[src/design/sipq_pkg.sv]
// Package for the sorted-insert priority queue core.
// Holds the default depth, field widths, operation and status codes.
// No dependencies.
package sipq_pkg;

	localparam int DEPTH_DEF = 8;
	localparam int DATA_W    = 32;
	localparam int PRIO_W    = 16;
	localparam int STATUS_W  = 2;

	localparam logic FUNC_INSERT = 1'b0;
	localparam logic FUNC_REMOVE = 1'b1;

	localparam logic [STATUS_W-1:0] ST_OK    = 2'd0;
	localparam logic [STATUS_W-1:0] ST_FULL  = 2'd1;
	localparam logic [STATUS_W-1:0] ST_EMPTY = 2'd2;

endpackage

[src/design/sorted_insert_priority_queue_core.sv]
// Insert into an empty queue: idle, place, result. Otherwise idle, then one shift
// step per stored entry compared (each compare that moves an entry, plus the one that
// stops the walk, if any), then place and result, with one memory read and one compare
// per step. Remove: memory read, pop, result. Full insert / empty remove: idle, result.
// A result waits in an output register; the next item is taken as soon as the
// sequencer is back in idle. Reset clears head, count, output valid and sequencer;
// entry memory contents are not cleared.
// Depends on sipq_pkg.
module sorted_insert_priority_queue_core #(
	parameter int DEPTH = sipq_pkg::DEPTH_DEF
) (
	input  logic                                 clk,
	input  logic                                 arst_n,
	input  logic                                 in_valid,
	output logic                                 in_ready,
	input  logic                                 func,
	input  logic signed [sipq_pkg::DATA_W-1:0]   item_data,
	input  logic signed [sipq_pkg::PRIO_W-1:0]   item_priority,
	output logic                                 out_valid,
	input  logic                                 out_ready,
	output logic        [sipq_pkg::STATUS_W-1:0] status,
	output logic signed [sipq_pkg::DATA_W-1:0]   out_data,
	output logic signed [sipq_pkg::PRIO_W-1:0]   out_priority
);
	import sipq_pkg::*;

	localparam int AW = (DEPTH > 1) ? $clog2(DEPTH) : 1;
	localparam int CW = $clog2(DEPTH + 1);
	localparam int SW = CW + 1;
	localparam int EW = DATA_W + PRIO_W;

	typedef enum logic [2:0] {
		S_IDLE,
		S_SHIFT,
		S_PLACE,
		S_POP,
		S_RESP
	} state_t;

	state_t state_q;

	logic [AW-1:0] head_q;
	logic [CW-1:0] count_q;
	logic [AW-1:0] pos_q;
	logic [CW-1:0] k_q;

	logic signed [DATA_W-1:0] new_data_q;
	logic signed [PRIO_W-1:0] new_prio_q;

	logic [STATUS_W-1:0]      res_status_q;
	logic signed [DATA_W-1:0] res_data_q;
	logic signed [PRIO_W-1:0] res_prio_q;

	logic                     out_valid_q;
	logic [STATUS_W-1:0]      status_q;
	logic signed [DATA_W-1:0] out_data_q;
	logic signed [PRIO_W-1:0] out_prio_q;

	// entry memory: one write, one registered read per cycle
	logic [EW-1:0] mem [DEPTH];
	logic [EW-1:0] rd_q;
	logic [AW-1:0] rd_addr;
	logic          wr_en;
	logic [AW-1:0] wr_addr;
	logic [EW-1:0] wr_data;

	logic [SW-1:0] tail_sum;
	logic [AW-1:0] tail_idx;
	logic [AW-1:0] tail_prev;
	logic [AW-1:0] pos_prev;
	logic [AW-1:0] pos_prev2;
	logic [AW-1:0] head_next;
	logic          in_xfer;
	logic          out_free;
	logic          move_up;
	logic signed [PRIO_W-1:0] rd_prio;

	function automatic logic [AW-1:0] wrap_prev(input logic [AW-1:0] i);
		logic [AW-1:0] r;
		if (i == '0)
			r = AW'(DEPTH - 1);
		else
			r = i - 1'b1;
		return r;
	endfunction

	assign tail_sum  = SW'(head_q) + SW'(count_q);
	assign tail_idx  = (tail_sum >= SW'(DEPTH)) ? AW'(tail_sum - SW'(DEPTH)) : AW'(tail_sum);
	assign tail_prev = wrap_prev(tail_idx);
	assign pos_prev  = wrap_prev(pos_q);
	assign pos_prev2 = wrap_prev(pos_prev);
	assign head_next = (head_q == AW'(DEPTH - 1)) ? '0 : head_q + 1'b1;

	assign rd_prio  = rd_q[PRIO_W-1:0];
	// shared compare: new entry goes ahead of the stored one only if strictly smaller
	assign move_up  = new_prio_q < rd_prio;

	assign in_ready = (state_q == S_IDLE);
	assign in_xfer  = in_valid && in_ready;
	assign out_free = !out_valid_q || out_ready;

	always_comb begin
		rd_addr = pos_prev2;
		if (state_q == S_IDLE)
			rd_addr = (func == FUNC_REMOVE) ? head_q : tail_prev;
	end

	always_comb begin
		wr_en   = 1'b0;
		wr_addr = pos_q;
		wr_data = {new_data_q, new_prio_q};
		unique case (state_q)
			S_SHIFT: begin
				if (move_up) begin
					wr_en   = 1'b1;
					wr_data = rd_q;
				end
			end
			S_PLACE: wr_en = 1'b1;
			default: wr_en = 1'b0;
		endcase
	end

	always_ff @(posedge clk) begin
		if (wr_en)
			mem[wr_addr] <= wr_data;
		rd_q <= mem[rd_addr];
	end

	always_ff @(posedge clk or negedge arst_n) begin
		if (!arst_n) begin
			state_q     <= S_IDLE;
			head_q      <= '0;
			count_q     <= '0;
			out_valid_q <= 1'b0;
		end else begin
			// in S_RESP the output register is reloaded below instead
			if (out_valid_q && out_ready && state_q != S_RESP)
				out_valid_q <= 1'b0;
			unique case (state_q)
				S_IDLE: begin
					if (in_xfer) begin
						new_data_q   <= item_data;
						new_prio_q   <= item_priority;
						res_status_q <= ST_OK;
						res_data_q   <= '0;
						res_prio_q   <= '0;
						pos_q        <= tail_idx;
						k_q          <= count_q;
						if (func == FUNC_INSERT) begin
							if (count_q == CW'(DEPTH)) begin
								res_status_q <= ST_FULL;
								state_q      <= S_RESP;
							end else if (count_q == '0) begin
								state_q <= S_PLACE;
							end else begin
								state_q <= S_SHIFT;
							end
						end else begin
							if (count_q == '0) begin
								res_status_q <= ST_EMPTY;
								state_q      <= S_RESP;
							end else begin
								state_q <= S_POP;
							end
						end
					end
				end
				S_SHIFT: begin
					// rd_q holds the entry just ahead of pos_q
					if (move_up) begin
						pos_q <= pos_prev;
						k_q   <= k_q - 1'b1;
						if (k_q == CW'(1))
							state_q <= S_PLACE;
					end else begin
						state_q <= S_PLACE;
					end
				end
				S_PLACE: begin
					count_q <= count_q + 1'b1;
					state_q <= S_RESP;
				end
				S_POP: begin
					res_data_q <= rd_q[EW-1:PRIO_W];
					res_prio_q <= rd_prio;
					head_q     <= head_next;
					count_q    <= count_q - 1'b1;
					state_q    <= S_RESP;
				end
				S_RESP: begin
					if (out_free) begin
						out_valid_q <= 1'b1;
						status_q    <= res_status_q;
						out_data_q  <= res_data_q;
						out_prio_q  <= res_prio_q;
						state_q     <= S_IDLE;
					end
				end
				default: state_q <= S_IDLE;
			endcase
		end
	end

	assign out_valid    = out_valid_q;
	assign status       = status_q;
	assign out_data     = out_data_q;
	assign out_priority = out_prio_q;

endmodule

[config.mk]
export PLATFORM = sky130hd
export DESIGN_NAME = sorted_insert_priority_queue_core
export DESIGN_NICKNAME = d
export VERILOG_FILES = /design/src/design/sipq_pkg.sv /design/src/design/sorted_insert_priority_queue_core.sv
export SDC_FILE = /design/constraint.sdc
export NUM_CORES = 1
export LEC_CHECK = 0
export BUFFER_PORTS_ARGS = -buffer_cell sky130_fd_sc_hd__buf_4
export CORE_ASPECT_RATIO = 1.5
export CORE_MARGIN = 2
export CORE_UTILIZATION = 44
export DETAILED_ROUTE_END_ITERATION = 12
export HOLD_SLACK_MARGIN = 0.02
export SLEW_MARGIN = 20
export SYNTH_ARGS = -nofsm -noshare
export SYNTH_HDL_FRONTEND = slang
export SYNTH_SLANG_ARGS = --single-unit
[constraint.sdc]
create_clock -name clk -period 7.4 [get_ports clk]
set_input_delay 1.48 -clock clk [delete_from_list [all_inputs] [get_ports clk]]
set_output_delay 1.48 -clock clk [all_outputs]
set_load 0.01 [all_outputs]
==> results.txt <==
----------------------------------------------------
[Placement]
  Placed Instance Area ... approximately 25000 sq um
  Count of buffers from port buffering ... roughly 100
  Placed wire-length estimate ... between 20000 and 30000 um
  Routability cong. ... between 0.7 and 0.8
  Worst setup slack before clock tree synthesis ... between 2000 and 3000 ps

[Clock network]
  Clk slew on worst S/H paths ... ~60 ps
  Later-pin clock latency in the skew report ... about 600 ps
  Total of hold buffers inserted after clock tree synthesis ... 0
  Number of buffers created by CTS ... 55
  Max clock buf depth ... 3
  TritonCTS clock tree ... built
  CTS Root Cell ... clkbuf_16
  Gates resized, CTS repair ... 0
  Maximum level of the CTS H-tree ... 2
  TritonCTS Sinks ... 598
  Post-CTS repair timing setup buffer count ... 0

[Synthesis]
  Synthesized-area fraction occupied by adder cells ... 1.66%
  Most common flop cell mapped by yosys ... edfxtp_1
  Mux share of post-synthesis cell area ... 9.17%
  Mapped cell area ... 23500 sq um
  Syn Nets ... 1569
  Fraction of the yosys area taken by sequential cells ... roughly 74%
  Flip-flop and latch count after synthesis ... 598
  Post-Syn Area per Cell ... ~16 sq um
  Post-Synth XOR/XNOR Area ... less than 1%
  Number of flops mapped to enable cells by yosys ... 539
  Number of instances in the synthesized netlist ... between 1000 and 1500
  Share of the synthesized area in compound gates (AO/OA/AOI/OAI) ... 6.89%
  Share of flip-flops with an asynchronous set or reset after synthesis ... ~1.8%
  Dominant combinational cell family by area after synthesis ... multiplexers
  Number of warnings issued by yosys ... 0
  Number of distinct library cells after synthesis ... a little under 60
  Fraction of the mapped netlist area in simple logic gates ... approximately 5.6%

[Layout]
  Number of nets at the end of the flow ... 1683
  Signed area change from the synthesized netlist to the final layout ... 15.5%
  Most common library cell in the layout ignoring fill and taps ... edfxtp_1
  Post-Layout Inst Area ... between 20000 and 30000 sq um
  N_diodes ... 0
  Layout cell share with drive strength beyond 1 ... a little under a fifth
  Most frequent cells in the layout ... edfxtp_1 (539), a21oi_1 (157), buf_4 (132)

[Power and ir drop]
  Internal portion of total power ... 0.00807 W
  Overall power of the completed layout ... around 0.012 W
  Logic gate share of total power ... between 30% and 40%
  Switching share of power ... about a third
  Sequential cell fraction of total power ... roughly 37%
  Standby leakage power ... approximately 10 nW
  Power density cells ... 455 nW/um^2
  Power spent charging and discharging nets ... 0.00430 W
  Clock power frac ... 25.3%
  Worst IR Drop VDD ... about 0.40 mV

[STA]
  Crit path time final ... 4380 ps
  Transition time of the tightest slew-check pin ... 1080 ps
  RSZ-0062 raised after global routing ... no
  Portion of the clock cycle consumed by the worst path in the final layout ... 59.2%
  Worst clock skew ... about 22 ps
  Setup TNS ... 0 ps
  Worst-case setup margin in the final layout ... just over 3000 ps
  Number of failing hold endpoints at the final stage ... 0
  Final setup vio count ... 0
  Final Max Tran Viols ... 0
  Headroom to the max-slew limit ... between 20% and 30%
  Fin Hold WS ... roughly 420 ps
  Fmax ... about 230 MHz

[Floorplan]
  Area inside the core boundary ... ~53000 sq um
  DIE HEIGHT ... 287 um
  Count of boundary I/O pins ... ~110
  X dimension of the die ... a little under 200 um
  Die footprint ... around 55000 sq um
  Initial Utilization ... 44.7%
  Std-Cell Rows ... 103

[Critical path]
  Type of the setup path with the least slack ... reg2reg
  Nature of the critical path endpoint ... register
  Max stage delay on crit path ... roughly 800 ps
  Element type at the critical path start ... register
  Count of cells along the worst register-to-register path ... 14
  Depth of the critical timing path with buffers and inverters included ... 14
  Arrival time at the worst endpoint ... just under 5000 ps
  Crit-path cells ... ha_1 -> inv_1 -> fa_1 -> xnor2_1 -> xnor2_1 -> ha_1 -> nand2b_1 -> mux2_2 -> a21boi_4 -> buf_4 -> buf_4 -> mux2i_1 -> mux2_4 -> a22oi_1
  Bufs and invs on worst path ... 3
  Maximum fanout along the worst path ... 44
  Data required time at the worst endpoint ... approximately 8000 ps
  CP top delay family ... buffers and inverters
  Highest-delay cell along the critical path ... buf_4

[Drt]
  DRC violations left ... 0
  Via/cell ratio ... between 5 and 6
  Remaining antenna violation count after routing ... 0
  Final Routed Wirelength ... 52300 um
  Detailed-routing wirelength on met1 ... between 20000 and 25000 um
  Detailed route wirelength on metal3 ... approximately 2600 um
  Via count ... 12800
  First-pass DRT Iterations ... 7
  Highest routed layer ... met4
  Detailed router's first-iteration violation count ... around 1000
  Detailed-routed wire length on met2 ... between 20000 and 30000 um
  WL/cell ... between 20 and 25 um

[Status]
  Status ... complete, no violations

[GRT]
  Total global routing overflow ... 0
  Global-route wire length before repair ... just under 80000 um
  Via count of the first global-routing pass ... around 13000
  Largest net degree at the start of global routing ... just over 60
  Total routing usage reported by global routing ... a little under a fifth
  Number of antenna violations at the first check in global routing ... 1

[Hold path]
  Hold Crit Depth ... 0
  Type of the most critical hold path ... reg2reg

[Job]
  Max-capacitance violation count ... 0

----------------------------------------------------
==> power by group through the flow <==
stage / clock [W] / sequential, W / combinational, W
after floorplan: 0 / 0.00459 / 0.00341
after global placement: 0 / 0.00463 / 0.00454
after detailed placement: 0 / 0.00464 / 0.00466
after CTS: 0.00320 / 0.00457 / 0.00468
after global routing: 0.00333 / 0.00461 / 0.00511
final: 0.00313 / 0.00457 / 0.00467
==> path summary, 6_finish.rpt <==
check                               from         endpoint  slack (ps)
setup reg to reg              count_q[0]         rd_q[46]        3020
min in group asynchronous         arst_n        head_q[2]         740
hold / removal             res_prio_q[9]  out_priority[9]         420
hold reg to reg            res_prio_q[9]  out_priority[9]         420
max in group asynchronous         arst_n        head_q[0]        6480
setup / recovery              count_q[0]         rd_q[46]        3020
==> logic make-up after synthesis <==
logic type               count (synthesis)
flip-flops                             598
multiplexers                           196
XOR/XNOR                                11
AND/OR/NAND/NOR                        261
AO/OA/AOI/OAI                          284
buffers and inverters                  106
adder cells (fa/ha/maj)                 30
==> worst reg2reg max path: stages (launching register included) <==
cell and delay, ps:
dfrtp_1 470, ha_1 190, inv_1 50, fa_1 370, xnor2_1 190, xnor2_1 130
ha_1 190, nand2b_1 150, mux2_2 330, a21boi_4 180, buf_4 490, buf_4 830
mux2i_1 240, mux2_4 310, a22oi_1 190
==> registers in the layout (all words and copies together) (netlist names), 4 cells and up <==
| name | flops |
|---|---|
| mem | 384 |
| res_data_q | 32 |
| res_prio_q | 16 |
| rd_q | 48 |
| new_prio_q | 16 |
| count_q | 4 |
| new_data_q | 32 |
| k_q | 4 |
| out_priority | 16 |
| out_data | 32 |
==> through the flow <==
step,cells,utilization (%)
5_1_grt,2329,51.6
3_5_place_dp,2224,47.7
6_report,2329,51.6
4_1_cts,2328,51.5
2_1_floorplan,1486,-
3_3_place_gp,2224,47.7
==> Yosys cell counts, types with 2 or more instances <==
library cell / number / area (sq um)
edfxtp_1: 539 / 16200
a21oi_1: 158 / 791
mux2i_1: 99 / 991
nand2_1: 65 / 244
nand2b_1: 51 / 319
o21ai_0: 51 / 255
a22oi_1: 49 / 368
dfxtp_1: 48 / 961
mux2_1: 47 / 529
nand3_1: 47 / 235
clkbuf_1: 41 / 154
and2_1: 35 / 219
nor2_1: 33 / 124
mux2_2: 30 / 338
inv_1: 29 / 109
ha_1: 28 / 350
mux2_4: 20 / 300
buf_2: 11 / 55.1
dfrtp_1: 11 / 275
nor3_1: 11 / 55.1
buf_6: 8 / 90.1
xnor2_1: 8 / 70.1
buf_1: 7 / 26.3
a21o_1: 5 / 37.5
or3_1: 5 / 31.3
buf_4: 3 / 22.5
clkbuf_4: 3 / 22.5
nand4_1: 3 / 18.8
nor2b_1: 3 / 18.8
o21ai_1: 3 / 15.0
xor2_1: 3 / 26.3
a2111oi_1: 2 / 20.0
a2bb2oi_1: 2 / 17.5
buf_8: 2 / 30.0
fa_1: 2 / 40.0
o21a_1: 2 / 15.0
==> routing by layer <==
metal | track usage [%] | vias to the layer above
met4 | 5.70 | 0
met2 | 33.1 | 336
met5 | 0 | -
met3 | 2.26 | 83
li1 | - | 5860
met1 | 24.9 | 6556
==> area by class of cell <==
cell class	instances	area, sq um
tap	682	853
inverter	30	113
clock inverter	37	524
fill	4254	25500
timing repair buffer	133	1020
multi-input combinational	782	5750
clock buffer	67	1510
sequential	598	17400
Note: power is estimated with default switching activity, not from simulation.
